[src/rtl/core/imu_sfp_pkg.sv]
`timescale 1ns / 1ps
// ----------------------------------------------------------------------------
// IMU sync frame parser package
// Shared constants and types for the sync-framed sample parser.
// ----------------------------------------------------------------------------
package imu_sfp_pkg;

  // Configuration register indexes
  typedef logic [0:0] cfg_idx_t;
  localparam cfg_idx_t CfgSyncWord   = 1'b0;
  localparam cfg_idx_t CfgAccelCount = 1'b1;

  localparam int unsigned CfgDataW  = 32;
  localparam int unsigned AccelCntW = 3;
  localparam int unsigned ChanOutW  = 3;
  localparam int unsigned ScaledW   = 23;
  localparam int unsigned RawW      = 16;
  localparam int unsigned ProdW     = 32;
  localparam int unsigned GyroShift = 8;

  // "DATF", first received byte in the top bits
  localparam logic [CfgDataW-1:0]  SyncReset  = 32'h4441_5446;
  localparam logic [AccelCntW-1:0] AccelReset = 3'd3;

  // 2048 / 16.4 * 256, rounded
  localparam logic signed [RawW-1:0] GyroMul = 16'sd31969;

  typedef logic [7:0]                hdr_byte_t;
  typedef logic signed [ScaledW-1:0] scaled_t;

endpackage

[src/rtl/core/imu_sync_frame_parser_unit.sv]
`timescale 1ns / 1ps
// ----------------------------------------------------------------------------
// IMU sync frame parser unit
// Hunts for a four-byte sync word in a byte stream, gathers little-endian
// 16-bit samples and scales them to signed values with 11 fractional bits.
// ----------------------------------------------------------------------------
// Usage:
//   Feed one received byte per transaction on the input channel (in_valid_i,
//   in_stall_o, rx_byte_i). While hunting, the last four bytes are compared
//   with sync_word; on a match the next 2*SENSOR_COUNT bytes form the
//   packet payload. Every completed sample produces one output transaction
//   (channel_o, scaled_value_o, last_of_packet_o); bytes that finish no
//   sample produce none. After the last channel the hunt restarts.
//   Throughput: one byte per cycle, sustained while in_stall_o stays low.
//   Taking a sample's high byte loads the sample register; the scaled
//   value then moves on into the output register when the output is
//   ready.
//   Write sync_word and accel_count through cfg_we_i / cfg_idx_i /
//   cfg_data_i only while no transaction is in flight.
//   Reset: sync_word returns to "DATF", accel_count to 3, the parser hunts
//   with an empty header history and both pipeline stages are empty.
//   Stall: while out_stall_i holds a result, one more sample can wait in the
//   sample register; when that is full too, in_stall_o rises in the same
//   cycle and input bytes are held off until the output drains.
// ----------------------------------------------------------------------------
module imu_sync_frame_parser_unit #(
  parameter int unsigned SENSOR_COUNT = 6
) (
  input  logic                                clk_i,
  input  logic                                rst_ni,
  // configuration write port
  input  logic                                cfg_we_i,
  input  imu_sfp_pkg::cfg_idx_t               cfg_idx_i,
  input  logic [imu_sfp_pkg::CfgDataW-1:0]    cfg_data_i,
  // input byte channel
  input  logic                                in_valid_i,
  output logic                                in_stall_o,
  input  logic [7:0]                          rx_byte_i,
  // result channel
  output logic                                out_valid_o,
  input  logic                                out_stall_i,
  output logic [imu_sfp_pkg::ChanOutW-1:0]    channel_o,
  output imu_sfp_pkg::scaled_t                scaled_value_o,
  output logic                                last_of_packet_o
);

  localparam int unsigned CntW = (SENSOR_COUNT > 1) ? $clog2(SENSOR_COUNT) : 1;
  localparam int unsigned ExtW = CntW + imu_sfp_pkg::AccelCntW;
  localparam logic [CntW-1:0] LastChan = CntW'(SENSOR_COUNT - 1);

  // Configuration registers
  logic [imu_sfp_pkg::CfgDataW-1:0]  sync_word_q;
  logic [imu_sfp_pkg::AccelCntW-1:0] accel_count_q;

  always_ff @(posedge clk_i or negedge rst_ni) begin
    if (!rst_ni) begin
      sync_word_q   <= imu_sfp_pkg::SyncReset;
      accel_count_q <= imu_sfp_pkg::AccelReset;
    end else if (cfg_we_i) begin
      case (cfg_idx_i)
        imu_sfp_pkg::CfgSyncWord:   sync_word_q   <= cfg_data_i;
        imu_sfp_pkg::CfgAccelCount: accel_count_q <= cfg_data_i[imu_sfp_pkg::AccelCntW-1:0];
        default: ;
      endcase
    end
  end

  // Handshake and pipeline flow
  logic out_ready;
  logic s1_ready;
  logic in_fire;
  logic s1_valid_q;

  assign out_ready  = !out_valid_o || !out_stall_i;
  assign s1_ready   = !s1_valid_q || out_ready;
  assign in_stall_o = !s1_ready;
  assign in_fire    = in_valid_i && s1_ready;

  // Parser state
  logic [23:0]      hist_q, hist_d;
  logic [1:0]       hist_cnt_q, hist_cnt_d;
  logic             in_payload_q, in_payload_d;
  logic [CntW-1:0]  chan_q, chan_d;
  logic [7:0]       low_byte_q, low_byte_d;
  logic             high_phase_q, high_phase_d;

  logic [31:0]      hdr_word;
  logic             hdr_match;
  logic             sample_done;
  logic             is_last;
  logic [ExtW-1:0]  chan_ext;
  logic             is_accel;

  assign hdr_word    = {hist_q, rx_byte_i};
  assign hdr_match   = (hist_cnt_q == 2'd3) && (hdr_word == sync_word_q);
  assign sample_done = in_fire && in_payload_q && high_phase_q;
  assign is_last     = (chan_q == LastChan);
  assign chan_ext    = {{imu_sfp_pkg::AccelCntW{1'b0}}, chan_q};
  assign is_accel    = chan_ext < {{CntW{1'b0}}, accel_count_q};

  always_comb begin
    hist_d       = hist_q;
    hist_cnt_d   = hist_cnt_q;
    in_payload_d = in_payload_q;
    chan_d       = chan_q;
    low_byte_d   = low_byte_q;
    high_phase_d = high_phase_q;
    if (in_fire) begin
      if (!in_payload_q) begin
        if (hdr_match) begin
          // take the header; start gathering channel zero
          in_payload_d = 1'b1;
          hist_d       = '0;
          hist_cnt_d   = '0;
          chan_d       = '0;
          high_phase_d = 1'b0;
        end else begin
          hist_d = hdr_word[23:0];
          if (hist_cnt_q != 2'd3) begin
            hist_cnt_d = hist_cnt_q + 2'd1;
          end
        end
      end else if (!high_phase_q) begin
        low_byte_d   = rx_byte_i;
        high_phase_d = 1'b1;
      end else begin
        high_phase_d = 1'b0;
        if (is_last) begin
          // packet done: drop history and hunt again
          in_payload_d = 1'b0;
          chan_d       = '0;
          hist_d       = '0;
          hist_cnt_d   = '0;
        end else begin
          chan_d = chan_q + CntW'(1);
        end
      end
    end
  end

  always_ff @(posedge clk_i or negedge rst_ni) begin
    if (!rst_ni) begin
      hist_q       <= '0;
      hist_cnt_q   <= '0;
      in_payload_q <= 1'b0;
      chan_q       <= '0;
      high_phase_q <= 1'b0;
    end else begin
      hist_q       <= hist_d;
      hist_cnt_q   <= hist_cnt_d;
      in_payload_q <= in_payload_d;
      chan_q       <= chan_d;
      high_phase_q <= high_phase_d;
    end
  end

  always_ff @(posedge clk_i) begin
    low_byte_q <= low_byte_d;
  end

  // Sample register: raw sample with its channel tags
  logic signed [imu_sfp_pkg::RawW-1:0] s1_raw_q;
  logic [imu_sfp_pkg::ChanOutW-1:0]    s1_chan_q;
  logic [CntW-1:0]                     s1_cnt_q;
  logic                                s1_last_q;
  logic                                s1_accel_q;

  always_ff @(posedge clk_i or negedge rst_ni) begin
    if (!rst_ni) begin
      s1_valid_q <= 1'b0;
    end else if (s1_ready) begin
      s1_valid_q <= sample_done;
    end
  end

  always_ff @(posedge clk_i) begin
    if (s1_ready && sample_done) begin
      s1_raw_q   <= {rx_byte_i, low_byte_q};
      s1_chan_q  <= chan_ext[imu_sfp_pkg::ChanOutW-1:0];
      s1_cnt_q   <= chan_q;
      s1_last_q  <= is_last;
      s1_accel_q <= is_accel;
    end
  end

  // Scaling: accelerometer passes through, gyro is scaled by a constant
  // multiply and an arithmetic shift (floor)
  logic signed [imu_sfp_pkg::ProdW-1:0] gyro_prod;
  imu_sfp_pkg::scaled_t                 scaled_d;

  assign gyro_prod = s1_raw_q * imu_sfp_pkg::GyroMul;

  always_comb begin
    if (s1_accel_q) begin
      scaled_d = imu_sfp_pkg::ScaledW'(s1_raw_q);
    end else begin
      scaled_d = gyro_prod[imu_sfp_pkg::GyroShift +: imu_sfp_pkg::ScaledW];
    end
  end

  // Output register
  always_ff @(posedge clk_i or negedge rst_ni) begin
    if (!rst_ni) begin
      out_valid_o <= 1'b0;
    end else if (out_ready) begin
      out_valid_o <= s1_valid_q;
    end
  end

  always_ff @(posedge clk_i) begin
    if (out_ready && s1_valid_q) begin
      channel_o        <= s1_chan_q;
      scaled_value_o   <= scaled_d;
      last_of_packet_o <= s1_last_q;
    end
  end

  // Checks
  a_hist_clear_in_payload: assert property (
    @(posedge clk_i) disable iff (!rst_ni) in_payload_q |-> (hist_cnt_q == 2'd0)
  ) else $error("header history not cleared while gathering samples");

  a_high_phase_in_payload: assert property (
    @(posedge clk_i) disable iff (!rst_ni) high_phase_q |-> in_payload_q
  ) else $error("high byte phase outside of a packet");

  a_last_tag_channel: assert property (
    @(posedge clk_i) disable iff (!rst_ni)
      (s1_valid_q && s1_last_q) |-> (s1_cnt_q == LastChan)
  ) else $error("last_of_packet on a channel other than the final one");

  a_sample_from_payload: assert property (
    @(posedge clk_i) disable iff (!rst_ni)
      sample_done |=> (s1_valid_q && (s1_last_q == !in_payload_q))
  ) else $error("sample register or packet end out of step with the parser");

  a_no_loss_on_stall: assert property (
    @(posedge clk_i) disable iff (!rst_ni)
      (s1_valid_q && out_valid_o && out_stall_i) |=> s1_valid_q
  ) else $error("waiting sample dropped while output stalled");

endmodule

[config.mk]
export PLATFORM = sky130hd
export DESIGN_NAME = imu_sync_frame_parser_unit
export DESIGN_NICKNAME = d
export VERILOG_FILES = /design/src/rtl/core/imu_sfp_pkg.sv /design/src/rtl/core/imu_sync_frame_parser_unit.sv
export SDC_FILE = /design/constraint.sdc
export NUM_CORES = 1
export LEC_CHECK = 0
export BUFFER_PORTS_ARGS = -buffer_cell sky130_fd_sc_hd__buf_2
export CORE_MARGIN = 2
export CORE_UTILIZATION = 50
export CTS_CLUSTER_SIZE = 8
export DETAILED_ROUTE_END_ITERATION = 7
export PLACE_DENSITY = 0.68
export REMOVE_ABC_BUFFERS = 1
export SYNTH_ARGS = -nofsm -noshare
export SYNTH_HDL_FRONTEND = slang
export SYNTH_SLANG_ARGS = --single-unit
[constraint.sdc]
create_clock -name clk_i -period 6.8 [get_ports clk_i]
set_clock_uncertainty 0.1 [all_clocks]
set_input_delay 1.02 -clock clk_i [delete_from_list [all_inputs] [get_ports clk_i]]
set_output_delay 1.02 -clock clk_i [all_outputs]
set_load 0.02 [all_outputs]
==> results by group <==
Clock tree
  – Reg clk slew, reported paths: 0.07 ns
  – H-Tree Depth: 4
  – TritonCTS clock tree: yes
  – Hold bufs inserted after CTS: 0
  – Clock insertion delay at the later pin of the skew report: between 0.4 and 0.5 ns
  – CTS sink count: 124
  – CTS Root Cell: clkbuf_16
  – Post-CTS sizing: 0
  – Longest Clk Path Bufs: 2
  – Num CTS Buffers: 17
  – Post-CTS setup buffers: 0

Global routing
  – Initial antenna violation count: 0
  – Number of global-route vias before repair: between 6000 and 7000
  – Global Route Usage Sum: approximately a fifth
  – Pin count of the biggest net entering global routing: roughly 70
  – Global-route wire length before repair: roughly 35 mm
  – Grt total ovfl: 0

Logic synthesis
  – Avg Cell Area, Syn: around 11 um2
  – Ys async rst share: 54.8%
  – Synthesis Warnings: 0
  – Largest cells by area after synthesis: fa_1 (21%), edfxtp_1 (16%), ha_1 (14%), dfrtp_1 (13%), inv_1 (8.0%)
  – Post-synth EDFFs: 56
  – Cell variety after synth: 55
  – Seq/Total Area, Yosys: between 30% and 40%
  – Share of the synthesized area in the top cell type: between 20% and 30%
  – Synth area leader: fa_1
  – Ys flop type: edfxtp_1
  – Syn Inst Count: around 980
  – Cell Area, Synth: around 10000 um2
  – Yosys reg bits: between 100 and 150

Worst setup path
  – CP max stage cell: or4b_4
  – CP bufs+invs: 4
  – Crit Path Category: reg -> reg
  – CP endpoint kind: flip-flop
  – CP delay by family, top: adder cells
  – CP dominant cell by count: fa_1
  – Worst path max stage delay: ~0.56 ns
  – Critical Path RT: approximately 6.9 ns
  – Crit path launch type: flip-flop
  – Crit-path cells: inv_1 > fa_1 > inv_1 > ha_1 > or2_2 > fa_1 > fa_1 > fa_1 > inv_1 > fa_1 > inv_1 > ha_1 > nand4_1 > or4b_4 > a211oi_2 > a21oi_1 > mux2i_1 > a2111oi_0
  – CP Data Arrival Time: around 6.4 ns
  – Crit-path max FO: 7

Placement
  – HPWL after DPL: 16.7 mm
  – I/O Buffers: 74
  – Gpl congestion: just under 1
  – DP Cell Count: 1307

STA
  – Setup_tns: 0 ns
  – Max-slew violation count: 0
  – Worst-Margin Slew: roughly 1.2 ns
  – Final setup fails: 0
  – Final Hold Viols: 0
  – RSZ-0062 raised after global routing: false
  – Period minus WS final: around 6.3 ns
  – Slew headroom: between 15 and 20%
  – Maximum clock rate: approximately 160 MHz
  – Final worst path period share: between 90% and 100%

Floorplan
  – Num ports: between 70 and 80
  – Initial core utilization: about half
  – Cell row count: 52
  – Height of the die: between 100 and 150 um
  – Chip width: ~150 um
  – Die area: ~22000 um2
  – Core ar.: between 20000 and 25000 um2

Min path
  – Hold crit path type: reg -> reg

Detailed routing
  – DR vias: around 7000
  – Drt pass-1 iters: 5
  – Avg WL per Cell: approximately 16 um
  – DR vias/cell: about 5.2
  – Total Wirelength: between 20 and 25 mm
  – Antenna Nets Post-Route: 0
  – DRC viols: 0
  – 1st-iter DRT viols: around 300

Job
  – Maxcap violations: 0

Cells and area
  – Area growth from synthesis to layout: 11.8%
  – Diode count: 0
  – Finished Layout Cells: 1339
  – Fillers: around 1700
  – Most frequent cells in the layout: inv_1 (223), ha_1 (116), fa_1 (110)
  – Most common cell after layout, fill and taps aside: inv_1
  – Layout cells sized above 1: 16.1%
  – Final #Nets: around 1300

Status
  – Outcome: finished clean
[metal layers]
layer  up-vias  global-route usage, %  part of all wire [%]
li1       3307                      -                     -
met1      3427                   28.4                    46
met2       153                   33.1                    48
met3        24                   3.73                   4.3
met4         0                   5.95                   1.6
met5         -                      0                     0
[sequential cells by signal, indices dropped and copies added (netlist names), 2 cells and up]
register,cells
accel_count_q,3
chan_q,3
channel_o,3
hist_cnt_q,2
hist_q,24
low_byte_q,8
s1_chan_q,3
s1_raw_q,16
scaled_value_o,23
sync_word_q,32
[cell usage after synthesis (3+ instances only)]
cell type,n
nor3_1,6
dfrtp_1,56
buf_6,5
mux2i_1,3
and3_1,3
o31ai_1,4
mux2_2,36
xor2_1,14
clkbuf_1,13
xnor2_1,48
a21o_1,12
fa_1,110
dfstp_2,12
nand2b_1,3
a31oi_1,4
inv_1,223
a21oi_1,32
o21ai_0,59
buf_1,3
nand4_1,13
ha_1,116
edfxtp_1,56
nor2_1,10
and2_1,5
nand3_1,9
nand2_1,88
[worst paths after layout]
check | from | end | slack, ns | depth (start not counted)
worst min-delay path | low_byte_q[1] | s1_raw_q[1] | 0.31 | 0
max in group asynchronous | rst_ni | hist_q[5] | 5.36 | 2
worst max-delay path | s1_raw_q[5] | scaled_value_o[22] | 0.50 | 18
worst min register to register | low_byte_q[1] | s1_raw_q[1] | 0.31 | 0
min in group asynchronous | rst_ni | hist_q[2] | 0.69 | 2
worst max register to register | s1_raw_q[5] | scaled_value_o[22] | 0.50 | 18
[kinds of logic (layout without fill, tap and decap cells)]
| group | Yosys count | in the layout | share of synthesized area (%) |
|---|---|---|---|
| AOI/OAI and AO/OA | 132 | 132 | 7.52 |
| xor gates and xnor gates | 62 | 62 | 5.18 |
| adders and majority gates | 226 | 226 | 34.8 |
| buffers and inverters | 245 | 335 | 9.16 |
| DFF | 124 | 124 | 32.4 |
| muxes | 39 | 39 | 4.15 |
| and+or+nand+nor | 151 | 151 | 6.74 |
[final cells by class]
class / count / area [um2] / share of cell area (%)
clock buffers: 17 / 425 / 3.63
inverters: 223 / 837 / 7.14
flip-flops and latches: 124 / 3400 / 29.0
clock inverters: 15 / 171 / 1.46
well taps: 270 / 338 / 2.88
multi-input cells: 610 / 6140 / 52.4
repair buffers: 80 / 415 / 3.54
[through the flow]
stage          setup slack [ns]  hold WS, ns  util, %  instance area, um2
2_1_floorplan             0.801        0.300        -               10400
3_3_place_gp              0.681        0.302     54.5               11100
3_5_place_dp              0.384        0.305     54.5               11100
4_1_cts                   0.436        0.313     57.4               11700
5_1_grt                   0.132        0.320     57.4               11700
6_report                  0.502        0.314     57.4               11700
[worst reg2reg max path, cell delays in order, from the launching register on]
cell and delay, ns:
edfxtp_1 0.51, inv_1 0.19, fa_1 0.55, inv_1 0.04
ha_1 0.17, or2_2 0.31, fa_1 0.49, fa_1 0.52
fa_1 0.54, inv_1 0.06, fa_1 0.53, inv_1 0.04
ha_1 0.37, nand4_1 0.15, or4b_4 0.56, a211oi_2 0.31
a21oi_1 0.13, mux2i_1 0.13, a2111oi_0 0.39
Power is not shown: default switching activity piles up to over one toggle a cycle in this logic, so the estimate is an artifact.
